$ cat src/rtl/core/cpts_pkg.sv
// Package for the counter/priority task scheduler.
// Holds sizes, op codes, beat and slot-row types, and the FSM state type.
// No dependencies.
`timescale 1ns / 1ps
`default_nettype none

package cpts_pkg;

  localparam int MAX_TASKS = 64;
  localparam int IDX_W     = (MAX_TASKS > 1) ? $clog2(MAX_TASKS) : 1;
  localparam int SLICE_W   = 9;
  localparam int PRIO_W    = 8;
  localparam int DEPTH_W   = 8;

  localparam logic [2:0] OP_TICK       = 3'd0;
  localparam logic [2:0] OP_YIELD      = 3'd1;
  localparam logic [2:0] OP_CREATE     = 3'd2;
  localparam logic [2:0] OP_SET_RUN    = 3'd3;
  localparam logic [2:0] OP_PREEMPT_DI = 3'd4;
  localparam logic [2:0] OP_PREEMPT_EN = 3'd5;

  typedef struct packed {
    logic [2:0] op;
    logic [5:0] slot;
    logic [7:0] priority_req;
    logic       running;
  } in_t;

  typedef struct packed {
    logic [5:0] current_task;
    logic       switched;
    logic [8:0] current_counter;
  } out_t;

  typedef struct packed {
    logic [SLICE_W-1:0] slice;
    logic [PRIO_W-1:0]  prio;
    logic [DEPTH_W-1:0] depth;
  } row_t;

  localparam row_t ROW0_RESET = '{slice: '0, prio: PRIO_W'(1), depth: '0};

  typedef enum logic [2:0] {
    S_IDLE,
    S_LOAD,
    S_MOD,
    S_SCAN,
    S_CHG,
    S_FIN,
    S_OUT
  } state_t;

endpackage

`default_nettype wire

$ cat src/rtl/core/cpts_ram.sv
// Generic simple dual-port RAM: one write port, one read port, registered read.
// No dependencies.
`timescale 1ns / 1ps
`default_nettype none

module cpts_ram #(
  parameter int WIDTH = 8,
  parameter int DEPTH = 64
) (
  input  wire logic                                        clk,
  input  wire logic                                        wr_en,
  input  wire logic [((DEPTH > 1) ? $clog2(DEPTH) : 1)-1:0] wr_addr,
  input  wire logic [WIDTH-1:0]                            wr_data,
  input  wire logic [((DEPTH > 1) ? $clog2(DEPTH) : 1)-1:0] rd_addr,
  output logic      [WIDTH-1:0]                            rd_data
);

  logic [WIDTH-1:0] mem [DEPTH];

  always_ff @(posedge clk) begin
    if (wr_en) begin
      mem[wr_addr] <= wr_data;
    end
    rd_data <= mem[rd_addr];
  end

endmodule

`default_nettype wire

$ cat src/rtl/core/counter_priority_task_scheduler.sv
// Counter/priority task scheduler, top level.
// Depends on cpts_pkg and cpts_ram (slice/priority/depth table).
// Create, set-state and unused ops pass through the load, finish and output states;
// tick, yield and preempt ops add a modify state between load and finish.
// Rescheduling scans the table one slot per cycle through the single RAM
// read port; when the best runnable slot's slice is zero, a recharge pass and a second scan follow.
// One item at a time; in_ready is high only while idle, in the cycle after the result loads.
// Reset (sync, rst_n low): control, valid and running bits clear to slot 0 only;
// slot 0's row reads as its reset value until first written. No clearing pass.
`timescale 1ns / 1ps
`default_nettype none

module counter_priority_task_scheduler (
  input  wire logic          clk,
  input  wire logic          rst_n,
  input  wire logic          in_valid,
  output logic               in_ready,
  input  wire cpts_pkg::in_t in_data,
  output logic               out_valid,
  input  wire logic          out_ready,
  output cpts_pkg::out_t     out_data
);

  import cpts_pkg::*;

  localparam logic [IDX_W-1:0] LAST = IDX_W'(MAX_TASKS - 1);

  state_t state_r, state_nxt;

  logic [2:0]           op_r, op_nxt;
  logic [5:0]           slot_r, slot_nxt;
  logic [PRIO_W-1:0]    prio_r, prio_nxt;
  logic                 run_in_r, run_in_nxt;
  logic [IDX_W-1:0]     cur_r, cur_nxt;
  logic [MAX_TASKS-1:0] valid_r, valid_nxt;
  logic [MAX_TASKS-1:0] runb_r, runb_nxt;
  logic                 s0_wr_r, s0_wr_nxt;
  logic                 sub_r, sub_nxt;
  logic [IDX_W-1:0]     scan_rd_r, scan_rd_nxt;
  logic                 issue_end_r, issue_end_nxt;
  logic                 dat_vld_r, dat_vld_nxt;
  logic [IDX_W-1:0]     dat_idx_r, dat_idx_nxt;
  logic [SLICE_W-1:0]   best_r, best_nxt;
  logic [IDX_W-1:0]     pick_r, pick_nxt;
  logic                 found_r, found_nxt;
  logic                 chg_done_r, chg_done_nxt;
  logic                 sw_r, sw_nxt;
  logic                 out_valid_r, out_valid_nxt;
  out_t                 out_data_r, out_data_nxt;

  logic             wr_en;
  logic [IDX_W-1:0] wr_addr;
  row_t             wr_data;
  logic [IDX_W-1:0] rd_addr;
  row_t             ram_q;
  row_t             row;

  logic               in_acc;
  logic               slot_ok;
  logic [IDX_W-1:0]   slot_idx;
  logic [PRIO_W-1:0]  prio_eff;
  logic [SLICE_W-1:0] tick_slice;
  logic               mod_resched;
  logic               cand;
  logic               better;
  logic [SLICE_W-1:0] best_n;
  logic [IDX_W-1:0]   pick_n;
  logic               found_n;
  logic               pass_end;
  logic               start_pass;
  logic [SLICE_W:0]   chg_sum;
  logic               out_load;

  cpts_ram #(
    .WIDTH ($bits(row_t)),
    .DEPTH (MAX_TASKS)
  ) u_ram (
    .clk     (clk),
    .wr_en   (wr_en),
    .wr_addr (wr_addr),
    .wr_data (wr_data),
    .rd_addr (rd_addr),
    .rd_data (ram_q)
  );

  assign in_acc     = in_valid && in_ready;
  assign row        = sub_r ? ROW0_RESET : ram_q;
  assign slot_ok    = (32'(slot_r) < 32'(MAX_TASKS));
  assign slot_idx   = IDX_W'(slot_r);
  assign prio_eff   = (prio_r == '0) ? PRIO_W'(1) : prio_r;
  assign tick_slice = (row.slice != '0) ? row.slice - SLICE_W'(1) : '0;
  assign mod_resched = (op_r == OP_YIELD) ||
                       ((op_r == OP_TICK) && (tick_slice == '0) && (row.depth == '0));

  assign cand     = dat_vld_r && valid_r[dat_idx_r] && runb_r[dat_idx_r];
  assign better   = cand && (!found_r || (row.slice > best_r));
  assign best_n   = better ? row.slice : best_r;
  assign pick_n   = better ? dat_idx_r : pick_r;
  assign found_n  = found_r || cand;
  assign pass_end = dat_vld_r && (dat_idx_r == LAST);
  assign chg_sum  = (SLICE_W + 1)'(row.slice >> 1) + (SLICE_W + 1)'(row.prio);
  assign out_load = (state_r == S_OUT) && (!out_valid_r || out_ready);

  // next state
  always_comb begin
    state_nxt = state_r;
    unique case (state_r)
      S_IDLE: begin
        if (in_acc) state_nxt = S_LOAD;
      end
      S_LOAD: begin
        if ((op_r == OP_TICK) || (op_r == OP_YIELD) ||
            (op_r == OP_PREEMPT_DI) || (op_r == OP_PREEMPT_EN)) begin
          state_nxt = S_MOD;
        end else begin
          state_nxt = S_FIN;
        end
      end
      S_MOD: begin
        state_nxt = mod_resched ? S_SCAN : S_FIN;
      end
      S_SCAN: begin
        if (pass_end) begin
          state_nxt = (found_n && (best_n == '0) && !chg_done_r) ? S_CHG : S_FIN;
        end
      end
      S_CHG: begin
        if (pass_end) state_nxt = S_SCAN;
      end
      S_FIN: begin
        state_nxt = S_OUT;
      end
      S_OUT: begin
        if (out_load) state_nxt = S_IDLE;
      end
      default: state_nxt = S_IDLE;
    endcase
  end

  // FSM outputs: RAM ports and input ready
  always_comb begin
    in_ready = (state_r == S_IDLE);
    rd_addr  = cur_r;
    wr_en    = 1'b0;
    wr_addr  = cur_r;
    wr_data  = row;
    unique case (state_r)
      S_LOAD: begin
        if ((op_r == OP_CREATE) && slot_ok) begin
          wr_en   = 1'b1;
          wr_addr = slot_idx;
          wr_data = '{slice: SLICE_W'(prio_eff), prio: prio_eff, depth: '0};
        end
      end
      S_MOD: begin
        unique case (op_r)
          OP_TICK: begin
            wr_en         = 1'b1;
            wr_data.slice = tick_slice;
          end
          OP_YIELD: begin
            wr_en         = 1'b1;
            wr_data.slice = '0;
          end
          OP_PREEMPT_DI: begin
            wr_en = 1'b1;
            if (row.depth != '1) wr_data.depth = row.depth + DEPTH_W'(1);
          end
          OP_PREEMPT_EN: begin
            wr_en = 1'b1;
            if (row.depth != '0) wr_data.depth = row.depth - DEPTH_W'(1);
          end
          default: wr_en = 1'b0;
        endcase
      end
      S_SCAN: begin
        rd_addr = scan_rd_r;
      end
      S_CHG: begin
        rd_addr = scan_rd_r;
        wr_addr = dat_idx_r;
        if (dat_vld_r && valid_r[dat_idx_r]) begin
          wr_en         = 1'b1;
          wr_data.slice = chg_sum[SLICE_W] ? '1 : chg_sum[SLICE_W-1:0];
        end
      end
      default: wr_en = 1'b0;
    endcase
  end

  // datapath
  always_comb begin
    op_nxt        = op_r;
    slot_nxt      = slot_r;
    prio_nxt      = prio_r;
    run_in_nxt    = run_in_r;
    cur_nxt       = cur_r;
    valid_nxt     = valid_r;
    runb_nxt      = runb_r;
    s0_wr_nxt     = s0_wr_r || (wr_en && (wr_addr == '0));
    sub_nxt       = (rd_addr == '0) && !s0_wr_r;
    scan_rd_nxt   = scan_rd_r;
    issue_end_nxt = issue_end_r;
    dat_vld_nxt   = 1'b0;
    dat_idx_nxt   = scan_rd_r;
    best_nxt      = best_r;
    pick_nxt      = pick_r;
    found_nxt     = found_r;
    chg_done_nxt  = chg_done_r || (state_r == S_CHG);
    sw_nxt        = sw_r;
    out_data_nxt  = out_data_r;
    out_valid_nxt = out_load ? 1'b1 : (out_ready ? 1'b0 : out_valid_r);

    if (in_acc) begin
      op_nxt       = in_data.op;
      slot_nxt     = in_data.slot;
      prio_nxt     = in_data.priority_req;
      run_in_nxt   = in_data.running;
      sw_nxt       = 1'b0;
      chg_done_nxt = 1'b0;
    end

    if ((state_r == S_LOAD) && slot_ok) begin
      if (op_r == OP_CREATE) begin
        valid_nxt[slot_idx] = 1'b1;
        runb_nxt[slot_idx]  = run_in_r;
      end else if (op_r == OP_SET_RUN) begin
        runb_nxt[slot_idx] = run_in_r;
      end
    end

    if ((state_r == S_SCAN) || (state_r == S_CHG)) begin
      dat_vld_nxt = !issue_end_r;
      if (!issue_end_r) begin
        if (scan_rd_r == LAST) begin
          issue_end_nxt = 1'b1;
        end else begin
          scan_rd_nxt = scan_rd_r + IDX_W'(1);
        end
      end
      if (state_r == S_SCAN) begin
        best_nxt  = best_n;
        pick_nxt  = pick_n;
        found_nxt = found_n;
        if (pass_end && (state_nxt == S_FIN)) begin
          cur_nxt = found_n ? pick_n : '0;
          sw_nxt  = (found_n ? pick_n : '0) != cur_r;
        end
      end
    end

    start_pass = ((state_nxt == S_SCAN) || (state_nxt == S_CHG)) && (state_nxt != state_r);
    if (start_pass) begin
      scan_rd_nxt   = '0;
      issue_end_nxt = 1'b0;
      dat_vld_nxt   = 1'b0;
      best_nxt      = '0;
      pick_nxt      = '0;
      found_nxt     = 1'b0;
    end

    if (out_load) begin
      out_data_nxt.current_task    = 6'(cur_r);
      out_data_nxt.switched        = sw_r;
      out_data_nxt.current_counter = row.slice;
    end
  end

  always_ff @(posedge clk) begin
    if (!rst_n) begin
      state_r     <= S_IDLE;
      cur_r       <= '0;
      valid_r     <= MAX_TASKS'(1);
      runb_r      <= MAX_TASKS'(1);
      s0_wr_r     <= 1'b0;
      issue_end_r <= 1'b0;
      dat_vld_r   <= 1'b0;
      chg_done_r  <= 1'b0;
      out_valid_r <= 1'b0;
    end else begin
      state_r     <= state_nxt;
      cur_r       <= cur_nxt;
      valid_r     <= valid_nxt;
      runb_r      <= runb_nxt;
      s0_wr_r     <= s0_wr_nxt;
      issue_end_r <= issue_end_nxt;
      dat_vld_r   <= dat_vld_nxt;
      chg_done_r  <= chg_done_nxt;
      out_valid_r <= out_valid_nxt;
    end
  end

  always_ff @(posedge clk) begin
    op_r       <= op_nxt;
    slot_r     <= slot_nxt;
    prio_r     <= prio_nxt;
    run_in_r   <= run_in_nxt;
    sub_r      <= sub_nxt;
    scan_rd_r  <= scan_rd_nxt;
    dat_idx_r  <= dat_idx_nxt;
    best_r     <= best_nxt;
    pick_r     <= pick_nxt;
    found_r    <= found_nxt;
    sw_r       <= sw_nxt;
    out_data_r <= out_data_nxt;
  end

  assign out_valid = out_valid_r;
  assign out_data  = out_data_r;

endmodule

`default_nettype wire

$ cat config.mk
export PLATFORM = sky130hd
export DESIGN_NAME = counter_priority_task_scheduler
export DESIGN_NICKNAME = d
export VERILOG_FILES = /design/src/rtl/core/cpts_pkg.sv /design/src/rtl/core/cpts_ram.sv /design/src/rtl/core/counter_priority_task_scheduler.sv
export SDC_FILE = /design/constraint.sdc
export NUM_CORES = 2
export LEC_CHECK = 0
export CAP_MARGIN = 15
export CELL_PAD_IN_SITES_DETAIL_PLACEMENT = 1
export CELL_PAD_IN_SITES_GLOBAL_PLACEMENT = 1
export CORE_AREA = 2 2 369 371
export DETAILED_ROUTE_END_ITERATION = 7
export DIE_AREA = 0 0 371 373
export DONT_BUFFER_PORTS = 1
export PLACE_DENSITY = 0.81
export SETUP_SLACK_MARGIN = 0.3
export SLEW_MARGIN = 30
export SYNTH_ARGS = -nofsm -noshare
export SYNTH_HDL_FRONTEND = slang
export SYNTH_HIERARCHICAL = 1
export SYNTH_SLANG_ARGS = --single-unit
$ cat constraint.sdc
create_clock -name clk -period 7.9 [get_ports clk]
set_clock_uncertainty 0.2 [all_clocks]
set_input_delay 0.395 -clock clk [delete_from_list [all_inputs] [get_ports clk]]
set_output_delay 0.395 -clock clk [all_outputs]
set_load 0.02 [all_outputs]
==> run metrics <==
r2r worst-path depth 11; multi-input combinational cell area 19500 um2; share of the clock period used by the worst path 70.3%; Root Driver clkbuf_16; Skew-Pair Late Insertion Delay 0.85 ns; Worst IR Drop VDD 0.273 mV; cell type with the highest aggregate area in the netlist edfxtp_1; area share of the largest cell type after synthesis 66.6%; slew at the pin closest to its max-slew limit 1.07 ns; data required time of the worst path 8.37 ns; R2R Path Start state_r[1]; dpl cells 5873; final estimated routing congestion in global placement 0.909; number of buffers added by the clock tree synthesis step 181; Critical R2R Capture u_ram/rd_data[4]; Area growth, synth to finish 12.0%; number of gates resized after CTS 0; startpoint of the most critical setup path state_r[1]; post-detailed-route wirelength per cell 35.2 um; number of endpoints with negative hold slack in the final report 0; iteration count of the initial detailed-routing pass 6; number of different library cells in the post-synthesis netlist 87; leakage 26.0 nW; Critical Path Source Type register; f_max 180 MHz; IO Count 40; top-count cell post-synth edfxtp_1; synthesized netlist net count 4243; # Max-Cap Violations 0; # hold bufs at CTS 41; die area 138000 um2; y dimension of the die 373 um; count of placed standard cells in the final layout, fillers left out 6251; worst slew margin relative to its limit 27.7%; first-pass GRT wire length 319000 um; class of the tightest hold or removal check reg2reg; area of placed instances 76000 um2; most used standard cells in the synthesized netlist 1634 x edfxtp_1, 323 x mux4_2, 307 x nor2_1, 206 x nand2_1, 197 x dfxtp_1; min cycle time layout 5.56 ns; number of nets in the finished design 4358; async set-reset flop share out of synthesis 0%; vias per inst 6.82; CP Max Fanout 40; pin count of the biggest net entering global routing 144; P per Cell Area 301 nW/um2; antenna violations before repair 9; global-route usage over all layers 32.1%; Final Cell Area 82500 um2; total wire length after detailed routing 220000 um; post-route ant nets 0; initial cell density of the core 54.7%; number of max-slew violations in the final report 0; #FFs+latches synth 1831; # port buffers 0; Worst Setup End Kind register; number of rows in the core area 135; worst reg2reg setup slack 2.34 ns; yosys synthesis warning count 6; cell types occupying the most area after synthesis edfxtp_1 67%, mux4_2 9.9%, dfxtp_1 5.4%; setup-violating endpoint count in the final report 0; proportion of layout cells with a drive suffix above 1 22.5%; worst setup path class reg2reg; EDFF count, synth 1634; die outline width 371 um; total of fill cells in the finished design 11604; endpoint of the worst setup timing path u_ram/rd_data[4]; CTS max path bufs 3; number of design-rule violations left by the first detailed-router iteration 6480; overflow left after global routing 0; clock tree from TritonCTS done; sequential-to-total area share from yosys stat 72.0%; unrepaired setup endpoints after global routing no; DRC violations left 0; Setup Total Neg Slack 0 ns; Cells after Synth 4203; area taken by flip-flops and latches 53000 um2; vias in the first global route 44146; per-instance average area after synthesis 17.5 um2; total vias in the final route 42646; run status finished, final reports clean; clock-pin slew of the registers on the worst-case setup and hold paths 0.06 ns; TritonCTS sink count 1831; Post-CTS Setup Bufs 0; core region area 135000 um2; Syn Std Cell Area 73700 um2; most used flip-flop cell after synthesis edfxtp_1; estimated wirelength of the detail-placed design 123000 um; CTS H-tree depth 4; arrival time worst endpoint 6.03 ns
-- flip-flops by register name, indices dropped and copies added, names as in the netlist, 6 cells and up --
register and count:
out_data 16, pick_r 6, runb_r 64, cur_r 6
u_ram/mem 1600, slot_idx 6, dat_idx_nxt 6, valid_r 64
prio_r 8, dat_idx_r 6, u_ram/rd_data 25, best_r 9
-- per-stage QoR --
stage	power, W	util, %	setup WS [ns]	hold WS, ns
floorplan	0.0144	-	2.16	0.162
CTS	0.0248	61.2	2.14	0.182
global route	0.0254	61.3	2.21	0.245
finish	0.0248	61.3	2.34	0.227
global placement	0.0157	56.4	2.37	0.190
detailed placement	0.0159	56.4	2.25	0.208
-- how the worst min path moves through the flow --
stage / slack (ns) / startpoint / endpoint / cells after the start
floorplan: 0.16 / dat_idx_nxt[5] / dat_idx_r[5] / 0
global placement: 0.19 / dat_idx_nxt[5] / dat_idx_r[5] / 0
detailed placement: 0.21 / dat_idx_nxt[5] / dat_idx_r[5] / 0
CTS: 0.18 / out_ready / out_valid / 4
global route: 0.25 / dat_idx_nxt[5] / dat_idx_r[5] / 0
finish: 0.23 / dat_idx_nxt[5] / dat_idx_r[5] / 0
-- cell usage in the layout (no fill, tap or decap), types with 13 or more instances in the layout --
cell type / instances
clkbuf_1: 37
nor2_1: 241
xnor2_1: 13
o311ai_1: 18
bufinv_16: 19
nor3_1: 38
mux4_2: 323
nor2b_1: 46
a22oi_1: 44
nand3_1: 30
dfxtp_1: 196
ha_1: 18
dlygate4sd3_1: 40
a21oi_1: 130
nor4_1: 13
o211ai_1: 27
o21a_1: 66
nand2_1: 206
edfxtp_1: 1634
mux2i_1: 164
clkinv_1: 42
o21ai_0: 95
o22ai_1: 103
nor2_2: 66
buf_4: 133
a21o_1: 23
mux2_2: 132
clkinv_2: 27
nand2b_1: 17
a22o_1: 21
a211oi_1: 24
clkbuf_16: 182
inv_1: 30
-- cell type report --
class / count / area share, %
inverters: 34 / 0.155
multi-input cells: 2086 / 23.6
clock inverters: 109 / 1.52
diodes: 1 / 0.00303
repair buffers: 184 / 1.99
well taps: 1781 / 2.70
clock buffers: 225 / 5.79
flip-flops and latches: 1831 / 64.3
-- critical path, stage by stage (launching register included) --
cell	delay, ns
dfxtp_1	0.64
nand2b_1	0.25
nor2_1	0.10
nor2_2	0.51
mux2_8	0.57
buf_16	0.38
buf_4	0.58
mux4_2	0.59
mux2i_1	0.23
nor2_1	0.15
o311ai_1	0.96
a21oi_1	0.12
-- logic make-up (layout without fill, tap and decap cells) --
logic type      after synthesis  count (layout)  synth area share [%]
flops                      1831            1831                  72.0
simple gates                764             764                  4.76
compound gates              652             652                  5.94
mux                         631             631                  14.5
buf+inv                     286             552                  2.27
fa+ha+maj                    20              20                 0.333
xor+xnor                     19              19                 0.226
other cells                   0               1                     0
-- routing by layer --
layer | track usage [%] | wire (um) | share of wire (%) | vias up
li1 | - | - | - | 16980
met1 | 42.3 | 78800 | 36 | 22053
met2 | 50.4 | 105000 | 48 | 2936
met3 | 7.39 | 23700 | 11 | 667
met4 | 15.9 | 12600 | 5.7 | 10
met5 | 0 | 66 | 0.030 | -
-- power by group --
group	switching [W]	internal, W
sequential	0.000247	0.0115
combinational	0.00294	0.00126
clock	0.00389	0.00496
total	0.00709	0.0178
No activity file was read; power rests on OpenSTA's default activity.
